## src/hdl/hltd_pkg.sv

```systemverilog
package hltd_pkg;

    // Result kinds.
    localparam logic [1:0] KIND_RECORD   = 2'd0;
    localparam logic [1:0] KIND_TAIL_ERR = 2'd1;
    localparam logic [1:0] KIND_LONG_ERR = 2'd2;

    // Largest record count that a packet may announce.
    localparam int MAX_RECORDS = 32;

    // Configuration register indexes.
    localparam logic [2:0] CFG_HEADER_FIRST     = 3'd0;
    localparam logic [2:0] CFG_HEADER_SECOND    = 3'd1;
    localparam logic [2:0] CFG_TAIL_BEFORE_LAST = 3'd2;
    localparam logic [2:0] CFG_TAIL_LAST        = 3'd3;
    localparam logic [2:0] CFG_OVERHEAD_LEN     = 3'd4;
    localparam logic [2:0] CFG_HANDLER_MASK     = 3'd5;

    // Configuration register set.
    typedef struct packed {
        logic [7:0] header_first;
        logic [7:0] header_second;
        logic [7:0] tail_before_last;
        logic [7:0] tail_last;
        logic [5:0] overhead_len;
        logic [3:0] handler_mask;
    } t_cfg;

    // Work handed from the parser to the emitter.
    typedef struct packed {
        logic [1:0] kind;
        logic [5:0] count;
    } t_job;

    // One result beat.
    typedef struct packed {
        logic [1:0] kind;
        logic [7:0] msg_code;
        logic [7:0] value_high;
        logic [7:0] value_low;
        logic       handled;
        logic       last;
    } t_result;

endpackage

```

## src/hdl/hltd_store.sv

```systemverilog
module hltd_store #(
    parameter int DEPTH = 128,
    parameter int AW    = 7
) (
    input  logic          i_clk,
    input  logic          i_we,
    input  logic [AW-1:0] i_waddr,
    input  logic [7:0]    i_wdata,
    input  logic [AW-1:0] i_raddr_a,
    output logic [7:0]    o_rdata_a,
    input  logic [AW-1:0] i_raddr_b,
    output logic [7:0]    o_rdata_b
);

    logic [7:0] r_mem [DEPTH];

    // One write port and two registered read ports.
    always_ff @(posedge i_clk) begin
        if (i_we) begin
            r_mem[i_waddr] <= i_wdata;
        end
        o_rdata_a <= r_mem[i_raddr_a];
        o_rdata_b <= r_mem[i_raddr_b];
    end

endmodule

```

## src/hdl/hltd_job_fifo.sv

```systemverilog
module hltd_job_fifo (
    input  logic          i_clk,
    input  logic          i_rst_n,
    input  logic          i_push,
    input  hltd_pkg::t_job i_job,
    output logic          o_full,
    input  logic          i_pop,
    output hltd_pkg::t_job o_job,
    output logic          o_empty
);
    import hltd_pkg::*;

    t_job       r_mem [2];
    logic       r_wp;
    logic       r_rp;
    logic [1:0] r_cnt;
    logic       w_do_push;
    logic       w_do_pop;

    assign o_full    = (r_cnt == 2'd2);
    assign o_empty   = (r_cnt == 2'd0);
    assign o_job     = r_mem[r_rp];
    assign w_do_push = i_push && !o_full;
    assign w_do_pop  = i_pop && !o_empty;

    // Pointers and fill count.
    always_ff @(posedge i_clk) begin
        if (!i_rst_n) begin
            r_wp  <= 1'b0;
            r_rp  <= 1'b0;
            r_cnt <= 2'd0;
        end else begin
            if (w_do_push) begin
                r_wp <= ~r_wp;
            end
            if (w_do_pop) begin
                r_rp <= ~r_rp;
            end
            if (w_do_push && !w_do_pop) begin
                r_cnt <= r_cnt + 2'd1;
            end else if (w_do_pop && !w_do_push) begin
                r_cnt <= r_cnt - 2'd1;
            end
        end
    end

    // Entry storage.
    always_ff @(posedge i_clk) begin
        if (w_do_push) begin
            r_mem[r_wp] <= i_job;
        end
    end

endmodule

```

## src/hdl/hltd_front.sv

```systemverilog
module hltd_front #(
    parameter int PACKET_DEPTH = 128,
    parameter int HEADER_BYTES = 3,
    parameter int AW           = 7
) (
    input  logic           i_clk,
    input  logic           i_rst_n,
    input  hltd_pkg::t_cfg i_cfg,
    input  logic           i_push,
    input  logic [7:0]     i_rx_byte,
    output logic           o_full,
    input  logic           i_fifo_full,
    input  logic           i_back_busy,
    output logic           o_job_push,
    output hltd_pkg::t_job o_job,
    output logic           o_we,
    output logic [AW-1:0]  o_waddr,
    output logic [7:0]     o_wdata,
    output logic [AW-1:0]  o_raddr,
    input  logic [7:0]     i_rdata
);
    import hltd_pkg::*;

    localparam logic [2:0] S_START   = 3'd0;
    localparam logic [2:0] S_HUNT    = 3'd1;
    localparam logic [2:0] S_COUNT   = 3'd2;
    localparam logic [2:0] S_COLLECT = 3'd3;
    localparam logic [2:0] S_TAIL_A  = 3'd4;
    localparam logic [2:0] S_TAIL_B  = 3'd5;
    localparam logic [2:0] S_TAIL_C  = 3'd6;

    localparam int         LW        = 9;
    localparam int         MIN_EXTRA = HEADER_BYTES + 2;
    localparam logic [LW-1:0] DEPTH_L = LW'(PACKET_DEPTH);

    logic [2:0]    r_state,     n_state;
    logic [7:0]    r_prev,      n_prev;
    logic [AW-1:0] r_pos,       n_pos;
    logic [5:0]    r_count,     n_count;
    logic [AW-1:0] r_tail_addr, n_tail_addr;
    logic          r_last_ok,   n_last_ok;

    logic          w_accept;
    logic [5:0]    w_extra;
    logic [LW-1:0] w_total_new;
    logic [LW-1:0] w_total_cur;
    logic [LW-1:0] w_pos_next;

    // Short overhead lengths are raised so records and tail never overlap.
    assign w_extra = (i_cfg.overhead_len < 6'(MIN_EXTRA)) ? 6'(MIN_EXTRA) :
                     i_cfg.overhead_len;

    // Packet length for the count arriving now and for the held count.
    assign w_total_new = LW'({i_rx_byte[5:0], 1'b0}) + LW'(i_rx_byte[5:0]) + LW'(w_extra);
    assign w_total_cur = LW'({r_count, 1'b0}) + LW'(r_count) + LW'(w_extra);
    assign w_pos_next  = LW'(r_pos) + LW'(1);

    // Stall while the tail is checked, while the job queue is full, and while
    // collecting would overwrite records that the emitter still reads.
    assign o_full = (r_state == S_TAIL_A) || (r_state == S_TAIL_B) ||
                    (r_state == S_TAIL_C) || i_fifo_full ||
                    ((r_state == S_COLLECT) && i_back_busy);
    assign w_accept = i_push && !o_full;

    assign o_waddr = r_pos;
    assign o_wdata = i_rx_byte;

    // Parser state machine. Header and count bytes are never read back, so
    // only the collected bytes go into the store.
    always_comb begin
        n_state     = r_state;
        n_prev      = r_prev;
        n_pos       = r_pos;
        n_count     = r_count;
        n_tail_addr = r_tail_addr;
        n_last_ok   = r_last_ok;
        o_job_push  = 1'b0;
        o_job       = '0;
        o_we        = 1'b0;
        o_raddr     = r_tail_addr;
        case (r_state)
            S_START: begin
                if (w_accept) begin
                    n_prev  = i_rx_byte;
                    n_state = S_HUNT;
                end
            end
            S_HUNT: begin
                if (w_accept) begin
                    if (r_prev == i_cfg.header_first && i_rx_byte == i_cfg.header_second) begin
                        n_state = S_COUNT;
                    end
                    n_prev = i_rx_byte;
                end
            end
            S_COUNT: begin
                if (w_accept) begin
                    if (i_rx_byte > 8'(MAX_RECORDS) || w_total_new > DEPTH_L) begin
                        o_job_push = 1'b1;
                        o_job.kind = KIND_LONG_ERR;
                        n_state    = S_START;
                    end else begin
                        n_count = i_rx_byte[5:0];
                        n_pos   = AW'(3);
                        n_state = S_COLLECT;
                    end
                end
            end
            S_COLLECT: begin
                if (w_accept) begin
                    if (w_total_cur > DEPTH_L) begin
                        o_job_push = 1'b1;
                        o_job.kind = KIND_LONG_ERR;
                        n_state    = S_START;
                    end else begin
                        o_we = 1'b1;
                        if (w_pos_next < w_total_cur) begin
                            n_pos = r_pos + AW'(1);
                        end else begin
                            n_tail_addr = AW'(w_total_cur - LW'(1));
                            n_state     = S_TAIL_A;
                        end
                    end
                end
            end
            S_TAIL_A: begin
                o_raddr = r_tail_addr;
                n_state = S_TAIL_B;
            end
            S_TAIL_B: begin
                n_last_ok = (i_rdata == i_cfg.tail_last);
                o_raddr   = r_tail_addr - AW'(1);
                n_state   = S_TAIL_C;
            end
            S_TAIL_C: begin
                if (!(r_last_ok && i_rdata == i_cfg.tail_before_last)) begin
                    o_job_push = 1'b1;
                    o_job.kind = KIND_TAIL_ERR;
                end else if (r_count != 6'd0) begin
                    o_job_push  = 1'b1;
                    o_job.kind  = KIND_RECORD;
                    o_job.count = r_count;
                end
                n_state = S_START;
            end
            default: begin
                n_state = S_START;
            end
        endcase
    end

    // Control registers.
    always_ff @(posedge i_clk) begin
        if (!i_rst_n) begin
            r_state <= S_START;
            r_prev  <= 8'd0;
            r_pos   <= '0;
            r_count <= 6'd0;
        end else begin
            r_state <= n_state;
            r_prev  <= n_prev;
            r_pos   <= n_pos;
            r_count <= n_count;
        end
    end

    // Tail check working registers.
    always_ff @(posedge i_clk) begin
        r_tail_addr <= n_tail_addr;
        r_last_ok   <= n_last_ok;
    end

endmodule

```

## src/hdl/hltd_back.sv

```systemverilog
module hltd_back #(
    parameter int HEADER_BYTES = 3,
    parameter int TABLE_SIZE   = 4,
    parameter int AW           = 7
) (
    input  logic              i_clk,
    input  logic              i_rst_n,
    input  logic [3:0]        i_handler_mask,
    input  logic              i_fifo_empty,
    input  hltd_pkg::t_job    i_job,
    output logic              o_fifo_pop,
    output logic              o_busy,
    output logic [AW-1:0]     o_raddr,
    input  logic [7:0]        i_rdata,
    output logic              o_empty,
    input  logic              i_pop,
    output hltd_pkg::t_result o_result
);
    import hltd_pkg::*;

    localparam logic [2:0] B_IDLE = 3'd0;
    localparam logic [2:0] B_A    = 3'd1;
    localparam logic [2:0] B_B    = 3'd2;
    localparam logic [2:0] B_C    = 3'd3;
    localparam logic [2:0] B_D    = 3'd4;

    logic [2:0]    r_state, n_state;
    logic [AW-1:0] r_base,  n_base;
    logic [5:0]    r_left,  n_left;
    logic [7:0]    r_code,  n_code;
    logic [7:0]    r_high,  n_high;
    logic          r_out_valid, n_out_valid;
    t_result       r_out,   n_out;

    logic          w_out_free;
    logic          w_handled;

    assign o_empty    = !r_out_valid;
    assign o_result   = r_out;
    assign o_busy     = (r_state != B_IDLE) || !i_fifo_empty;
    assign w_out_free = !r_out_valid || i_pop;

    // A code has a handler when it is inside the table and its mask bit is set.
    assign w_handled = (r_code < 8'(TABLE_SIZE)) && (r_code[7:2] == 6'd0) &&
                       i_handler_mask[r_code[1:0]];

    // Emitter: three store reads per record, then one result beat; an error job gives one result beat directly.
    always_comb begin
        n_state     = r_state;
        n_base      = r_base;
        n_left      = r_left;
        n_code      = r_code;
        n_high      = r_high;
        n_out       = r_out;
        n_out_valid = r_out_valid;
        o_fifo_pop  = 1'b0;
        o_raddr     = r_base + AW'(2);
        if (i_pop && r_out_valid) begin
            n_out_valid = 1'b0;
        end
        case (r_state)
            B_IDLE: begin
                if (!i_fifo_empty && w_out_free) begin
                    o_fifo_pop = 1'b1;
                    if (i_job.kind != KIND_RECORD) begin
                        n_out       = '0;
                        n_out.kind  = i_job.kind;
                        n_out.last  = 1'b1;
                        n_out_valid = 1'b1;
                    end else begin
                        n_base  = AW'(HEADER_BYTES);
                        n_left  = i_job.count;
                        n_state = B_A;
                    end
                end
            end
            B_A: begin
                o_raddr = r_base;
                n_state = B_B;
            end
            B_B: begin
                n_code  = i_rdata;
                o_raddr = r_base + AW'(1);
                n_state = B_C;
            end
            B_C: begin
                n_high  = i_rdata;
                n_state = B_D;
            end
            B_D: begin
                // The read address holds here, so the low byte stays valid
                // while the result register is still occupied.
                if (w_out_free) begin
                    n_out.kind       = KIND_RECORD;
                    n_out.msg_code   = r_code;
                    n_out.value_high = r_high;
                    n_out.value_low  = i_rdata;
                    n_out.handled    = w_handled;
                    n_out.last       = (r_left == 6'd1);
                    n_out_valid      = 1'b1;
                    n_left           = r_left - 6'd1;
                    n_base           = r_base + AW'(3);
                    n_state          = (r_left == 6'd1) ? B_IDLE : B_A;
                end
            end
            default: begin
                n_state = B_IDLE;
            end
        endcase
    end

    // Control registers.
    always_ff @(posedge i_clk) begin
        if (!i_rst_n) begin
            r_state     <= B_IDLE;
            r_out_valid <= 1'b0;
            r_left      <= 6'd0;
        end else begin
            r_state     <= n_state;
            r_out_valid <= n_out_valid;
            r_left      <= n_left;
        end
    end

    // Payload registers.
    always_ff @(posedge i_clk) begin
        r_base <= n_base;
        r_code <= n_code;
        r_high <= n_high;
        r_out  <= n_out;
    end

endmodule

```

## src/hdl/head_length_tail_packet_deframer_top.sv

```systemverilog
// Packet deframer for a serial byte stream framed by two header bytes, a
// record count, three-byte records and two tail bytes.
// Input channel: drive i_rx_byte with push high; the beat is taken when full
// is low. Result channel: a result is on o_* while empty is low and is taken
// with pop. Configuration: i_cfg_we writes i_cfg_data into register
// i_cfg_idx; write only while no packet is being emitted.
// The parser takes bytes back to back while full is low. After the final
// byte of a packet the tail check reads the packet store in states S_TAIL_A
// to S_TAIL_C, during which full is high. Each record then needs three reads
// on the emitter's store port plus the result load; an error job loads its
// result directly. Bytes of a new packet are taken while records of the
// previous one drain, until the first byte after the count would be stored,
// where full holds until the emitter is done.
// When pop is low the finished result waits in the output register and the
// emitter holds; error jobs queue in a two-entry job queue.
// Reset clears the parser, the job queue and the output register and sets
// the configuration to its reset values; the packet store is not cleared.
module head_length_tail_packet_deframer_top #(
    parameter int PACKET_DEPTH = 128,
    parameter int HEADER_BYTES = 3,
    parameter int TABLE_SIZE   = 4
) (
    input  logic       i_clk,
    input  logic       i_rst_n,
    input  logic       i_cfg_we,
    input  logic [2:0] i_cfg_idx,
    input  logic [7:0] i_cfg_data,
    input  logic       push,
    output logic       full,
    input  logic [7:0] i_rx_byte,
    output logic       empty,
    input  logic       pop,
    output logic [1:0] o_kind,
    output logic [7:0] o_msg_code,
    output logic [7:0] o_value_high,
    output logic [7:0] o_value_low,
    output logic       o_handled,
    output logic       o_last
);
    import hltd_pkg::*;

    localparam int AW = $clog2(PACKET_DEPTH);

    t_cfg          r_cfg;
    t_job          w_push_job;
    t_job          w_pop_job;
    t_result       w_result;
    logic          w_job_push;
    logic          w_job_pop;
    logic          w_fifo_full;
    logic          w_fifo_empty;
    logic          w_back_busy;
    logic          w_we;
    logic [AW-1:0] w_waddr;
    logic [7:0]    w_wdata;
    logic [AW-1:0] w_raddr_a;
    logic [7:0]    w_rdata_a;
    logic [AW-1:0] w_raddr_b;
    logic [7:0]    w_rdata_b;

    // Configuration registers.
    always_ff @(posedge i_clk) begin
        if (!i_rst_n) begin
            r_cfg.header_first     <= 8'd0;
            r_cfg.header_second    <= 8'd0;
            r_cfg.tail_before_last <= 8'd0;
            r_cfg.tail_last        <= 8'd0;
            r_cfg.overhead_len     <= 6'd5;
            r_cfg.handler_mask     <= 4'd1;
        end else if (i_cfg_we) begin
            case (i_cfg_idx)
                CFG_HEADER_FIRST:     r_cfg.header_first     <= i_cfg_data;
                CFG_HEADER_SECOND:    r_cfg.header_second    <= i_cfg_data;
                CFG_TAIL_BEFORE_LAST: r_cfg.tail_before_last <= i_cfg_data;
                CFG_TAIL_LAST:        r_cfg.tail_last        <= i_cfg_data;
                CFG_OVERHEAD_LEN:     r_cfg.overhead_len     <= i_cfg_data[5:0];
                CFG_HANDLER_MASK:     r_cfg.handler_mask     <= i_cfg_data[3:0];
                default: begin
                end
            endcase
        end
    end

    // Byte parser.
    hltd_front #(
        .PACKET_DEPTH (PACKET_DEPTH),
        .HEADER_BYTES (HEADER_BYTES),
        .AW           (AW)
    ) u_front (
        .i_clk       (i_clk),
        .i_rst_n     (i_rst_n),
        .i_cfg       (r_cfg),
        .i_push      (push),
        .i_rx_byte   (i_rx_byte),
        .o_full      (full),
        .i_fifo_full (w_fifo_full),
        .i_back_busy (w_back_busy),
        .o_job_push  (w_job_push),
        .o_job       (w_push_job),
        .o_we        (w_we),
        .o_waddr     (w_waddr),
        .o_wdata     (w_wdata),
        .o_raddr     (w_raddr_a),
        .i_rdata     (w_rdata_a)
    );

    // Packet store shared by parser and emitter.
    hltd_store #(
        .DEPTH (PACKET_DEPTH),
        .AW    (AW)
    ) u_store (
        .i_clk     (i_clk),
        .i_we      (w_we),
        .i_waddr   (w_waddr),
        .i_wdata   (w_wdata),
        .i_raddr_a (w_raddr_a),
        .o_rdata_a (w_rdata_a),
        .i_raddr_b (w_raddr_b),
        .o_rdata_b (w_rdata_b)
    );

    // Job queue between parser and emitter.
    hltd_job_fifo u_fifo (
        .i_clk   (i_clk),
        .i_rst_n (i_rst_n),
        .i_push  (w_job_push),
        .i_job   (w_push_job),
        .o_full  (w_fifo_full),
        .i_pop   (w_job_pop),
        .o_job   (w_pop_job),
        .o_empty (w_fifo_empty)
    );

    // Result emitter.
    hltd_back #(
        .HEADER_BYTES (HEADER_BYTES),
        .TABLE_SIZE   (TABLE_SIZE),
        .AW           (AW)
    ) u_back (
        .i_clk          (i_clk),
        .i_rst_n        (i_rst_n),
        .i_handler_mask (r_cfg.handler_mask),
        .i_fifo_empty   (w_fifo_empty),
        .i_job          (w_pop_job),
        .o_fifo_pop     (w_job_pop),
        .o_busy         (w_back_busy),
        .o_raddr        (w_raddr_b),
        .i_rdata        (w_rdata_b),
        .o_empty        (empty),
        .i_pop          (pop),
        .o_result       (w_result)
    );

    assign o_kind       = w_result.kind;
    assign o_msg_code   = w_result.msg_code;
    assign o_value_high = w_result.value_high;
    assign o_value_low  = w_result.value_low;
    assign o_handled    = w_result.handled;
    assign o_last       = w_result.last;

endmodule

```

## config.mk

```make
export PLATFORM = sky130hd
export DESIGN_NAME = head_length_tail_packet_deframer_top
export DESIGN_NICKNAME = d
export VERILOG_FILES = /design/src/hdl/hltd_pkg.sv /design/src/hdl/hltd_store.sv /design/src/hdl/hltd_job_fifo.sv /design/src/hdl/hltd_front.sv /design/src/hdl/hltd_back.sv /design/src/hdl/head_length_tail_packet_deframer_top.sv
export SDC_FILE = /design/constraint.sdc
export NUM_CORES = 2
export LEC_CHECK = 0
export BUFFER_PORTS_ARGS = -buffer_cell sky130_fd_sc_hd__clkbuf_2
export CAP_MARGIN = 20
export CORE_UTILIZATION = 35
export DETAILED_ROUTE_END_ITERATION = 12
export PLACE_DENSITY = 0.56
export REMOVE_ABC_BUFFERS = 1
export SLEW_MARGIN = 20
export SYNTH_ARGS = -nofsm -noshare
export SYNTH_HDL_FRONTEND = slang
export SYNTH_HIERARCHICAL = 1
export SYNTH_SLANG_ARGS = --single-unit
```

## constraint.sdc

```tcl
create_clock -name i_clk -period 6.6 [get_ports i_clk]
set_input_delay 1.32 -clock i_clk [delete_from_list [all_inputs] [get_ports i_clk]]
set_output_delay 1.32 -clock i_clk [all_outputs]
set_load 0.03 [all_outputs]
```

==> impl_metrics.py <==
metrics = {
    "setup_path": {
        "arrival_ns": 5.67,
        "series_of_cell_instances_along_the_critical_path": "or3_1 > o21ai_0 > fa_1 > inv_1 > ha_1 > inv_1 > fa_1 > nand2b_1 > a21oi_2 > xnor2_1 > nor4_4 > nor2_1 > nor2_1 > buf_4 > nor2b_1 > nand3_1 > buf_4 > nor2_1",
        "crit_path_end_kind": "register",
        "maximum_fanout_encountered_on_the_critical_timing_path": 10,
        "cpMostUsedCell": "sky130_fd_sc_hd__nor2_1",
        "timing.critical_path.slowest_stage_cell": "sky130_fd_sc_hd__nor2_1",
        "critPathLaunchType": "register",
        "cp_data_required_time_ns": 6.97,
        "worstSetupPathType": "reg -> reg",
        "critical_path.max_stage_delay_ns": 0.61,
    },
    "cts": {
        "cts-buffers-inserted": 135,
        "post_cts_gate_resize_count": 0,
        "insertion_delay_of_the_later_clocked_pin_in_the_worst_skew_pair_ns": 0.76,
        "ctsHoldBuffers": 0,
        "ctsHtreeMaxLevel": 4,
        "cts.path.max_buffers": 3,
        "clock-root-buffer": "sky130_fd_sc_hd__clkbuf_16",
        "cts_tree": "done",
        "clk_transition_reported_paths_ns": 0.06,
        "cts_post_setup_buffers_inserted": 0,
        "clock-sinks": 1196,
    },
    "route": {
        "via_per_inst": 6.00,
        "antenna_left": 0,
        "detailedRoute.firstIterationViolations": 3700,
        "drt_wl_total_mm": 166,
        "post_drt_wl_per_cell_um": 32.1,
        "drtPass1Iterations": 5,
        "route.vias.total": 31000,
        "post-route-drc-count": 0,
    },
    "place": {
        "placement.io_buffers": 53,
        "gp_routability_congestion": 0.866,
        "place_ws_ns": 1.33,
        "standard_cell_area_after_detailed_placement_um2": 59500,
        "dp.final_hpwl_mm": 112,
        "placed_cells_incl_taps": 4921,
    },
    "power": {
        "p_leak_nw": 20.6,
        "p_seq_share_pct": 48.9,
        "post-layout-total-power_mw": 17.2,
        "share_clk_of_total_power_pct": 44.1,
        "combPwrFrac_pct": 7.0,
        "internal_power_mw": 13.3,
        "power.share.switching_pct": 22.7,
        "power-per-cell-area_nw_per_um2": 269,
        "ir_drop_uv": 196,
        "power.switching_mw": 3.91,
    },
    "status": {
        "run_status": "completed",
    },
    "timing": {
        "finalWorstSetupSlack_ns": 1.30,
        "finalCritPeriodShare_pct": 80.3,
        "finalMaxSlewViolations": 0,
        "finalSetupViolations": 0,
        "slew_headroom_pct": 21.1,
        "hold_viol_final": 0,
        "final.hold.worst_slack_ns": 0.471,
        "timing.fmax_mhz": 189,
        "finalSetupTns_ns": 0,
        "rsz0062_at_grt": "false",
        "skew_ns": 0.0343,
        "tightestPinTransition_ns": 1.18,
        "layout_min_cycle_time_ns": 5.30,
    },
    "floorplan": {
        "floorplan.initialDensity_pct": 35.4,
        "io-pin-count": 54,
        "area_of_the_core_region_um2": 159000,
        "rows": 146,
        "die_area_um2": 162000,
        "die-height_um": 403,
        "die_width_um": 403,
    },
    "synthesis": {
        "yosys.area.top_type_share_pct": 58.7,
        "synthSimpleGateAreaFrac_pct": 3.98,
        "synth.lib_cells_used.distinct": 70,
        "asyncSetResetFlopFracSynth_pct": 0,
        "synth-warning-count": 6,
        "synthesis.instances": 2873,
        "synth.ff_latch_count": 1196,
        "synth.area.top_cells": "sky130_fd_sc_hd__edfxtp_1, sky130_fd_sc_hd__mux4_2, sky130_fd_sc_hd__dfxtp_1",
        "number_of_enable_flip_flop_cells_after_synthesis": 1099,
        "main_flop_type_after_synthesis": "sky130_fd_sc_hd__edfxtp_1",
        "synth_top_family_by_area": "multiplexers",
        "synthesis.area_um2": 56200,
        "synth_largest_area_cell": "sky130_fd_sc_hd__edfxtp_1",
        "xor_xnor_portion_of_the_synthesized_cell_area_pct": 1.01,
        "post_synth.cell_area_avg_um2": 19.6,
        "muxShareOfSynthArea_pct": 28.3,
        "yosysSeqAreaShare_pct": 62.1,
        "synth_compound_gate_area_share_pct": 1.24,
        "yosys.area_share.adder_pct": 1.27,
    },
    "final_layout": {
        "layout.cell_area.non_filler_um2": 64000,
        "post_route_cells_drive_above_1_share_pct": 36.4,
        "layout_commonest_cell": "sky130_fd_sc_hd__edfxtp_1",
        "area.growth.synth_to_final_pct": 13.8,
        "mostFrequentLayoutCells": "sky130_fd_sc_hd__edfxtp_1, sky130_fd_sc_hd__mux4_2, sky130_fd_sc_hd__nor2_1",
        "finalCoreUtilization_pct": 40.3,
        "fin_cells": 5167,
        "nNetsFinal": 3062,
    },
    "hold_path": {
        "worst_hold_path_type": "reg -> reg",
    },
    "run": {
        "maxCapViolCount": 0,
    },
    "global_route": {
        "grt_max_degree": 110,
        "gr-usage-all-layers_pct": 20.5,
        "grt_antenna_before_repair": 14,
        "vias_in_the_first_global_route": 31400,
        "sum_of_overflow_across_all_layers_after_global_routing": 0,
        "grt_pass1_wl_mm": 238,
    },
}
-- cells in the mapped netlist (3+ instances only) --
master / n
sky130_fd_sc_hd__edfxtp_1: 1099
sky130_fd_sc_hd__mux4_2: 673
sky130_fd_sc_hd__nor2_1: 164
sky130_fd_sc_hd__nand2_1: 117
sky130_fd_sc_hd__dfxtp_1: 97
sky130_fd_sc_hd__clkbuf_1: 96
sky130_fd_sc_hd__mux2i_1: 49
sky130_fd_sc_hd__inv_1: 43
sky130_fd_sc_hd__buf_1: 38
sky130_fd_sc_hd__buf_4: 38
sky130_fd_sc_hd__ha_1: 38
sky130_fd_sc_hd__and2_1: 35
sky130_fd_sc_hd__xor2_1: 33
sky130_fd_sc_hd__buf_2: 32
sky130_fd_sc_hd__xnor2_1: 32
sky130_fd_sc_hd__a21oi_1: 29
sky130_fd_sc_hd__nand3_1: 26
sky130_fd_sc_hd__mux2_2: 24
sky130_fd_sc_hd__nor3_1: 23
sky130_fd_sc_hd__o21ai_0: 22
sky130_fd_sc_hd__nor2b_1: 19
sky130_fd_sc_hd__or3_1: 13
sky130_fd_sc_hd__fa_1: 12
sky130_fd_sc_hd__nand2b_1: 10
sky130_fd_sc_hd__nand4_1: 9
sky130_fd_sc_hd__and3_1: 8
sky130_fd_sc_hd__a31oi_1: 7
sky130_fd_sc_hd__nor3b_1: 7
sky130_fd_sc_hd__nor4_1: 6
sky130_fd_sc_hd__a21o_1: 5
sky130_fd_sc_hd__a211oi_1: 4
sky130_fd_sc_hd__buf_6: 4
sky130_fd_sc_hd__o21a_1: 4
sky130_fd_sc_hd__nor3_2: 3
sky130_fd_sc_hd__o32ai_2: 3
sky130_fd_sc_hd__or4_1: 3
sky130_fd_sc_hd__or4b_1: 3
-- flip-flops by register name, summed over array words and instances, names as in the netlist, 16 cells and up, named ones only --
| register | cells |
|---|---|
| u_back/o_result | 28 |
| u_store/r_mem | 1024 |
| r_cfg | 42 |
| u_fifo/r_mem | 16 |
-- critical path: cells and delay by family (launching register included) --
family	cells	cell delay [ns]
buf+inv	4	0.64
flops	1	0.36
compound gates	2	0.48
fa+ha+maj	3	1.06
simple gates	8	2.20
xor+xnor	1	0.17
-- kinds of logic after synthesis --
family	count (synthesis)
mux	746
xor+xnor	65
buf+inv	252
compound gates	101
flops	1196
fa+ha+maj	50
simple gates	463
-- routing by layer --
layer	vias up	global-route usage, %	part of all wire [%]
met5	-	0	0.023
met4	6	6.88	3.3
met3	271	4.24	8.5
met2	1591	32.6	48
met1	16800	28.1	40
li1	12300	-	-
-- path summary, 6_finish.rpt --
kind | start | end | slack (ns) | depth (start not counted)
worst max-delay path | r_cfg[9] | u_store/r_mem[14][2] | 1.30 | 18
worst min-delay path | u_front/r_prev[0] | u_front/r_prev[0] | 0.47 | 2
worst max register to register | r_cfg[9] | u_store/r_mem[14][2] | 1.30 | 18
worst min register to register | u_front/r_prev[0] | u_front/r_prev[0] | 0.47 | 2
-- layout make-up --
type	count	area, um2
Clock buffer	160	3610
Tap cell	2072	2590
Antenna cell	1	2.50
Timing Repair Buffer	186	1520
Sequential cell	1196	34900
Multi-Input combinational cell	1425	20300
Clock inverter	83	880
Fill cell	14000	94900
Inverter	44	165
-- power groups by stage --
| stage | clock network (mW) | logic [mW] | registers, mW |
|---|---|---|---|
| finish | 7.60 | 1.21 | 8.42 |
| detailed placement | 0 | 1.21 | 8.58 |
| CTS | 7.74 | 1.22 | 8.42 |
| global route | 8.03 | 1.27 | 8.43 |
| floorplan | 0 | 1.14 | 8.61 |
| global placement | 0 | 1.20 | 8.58 |
Power figures use the tool's default switching activity.
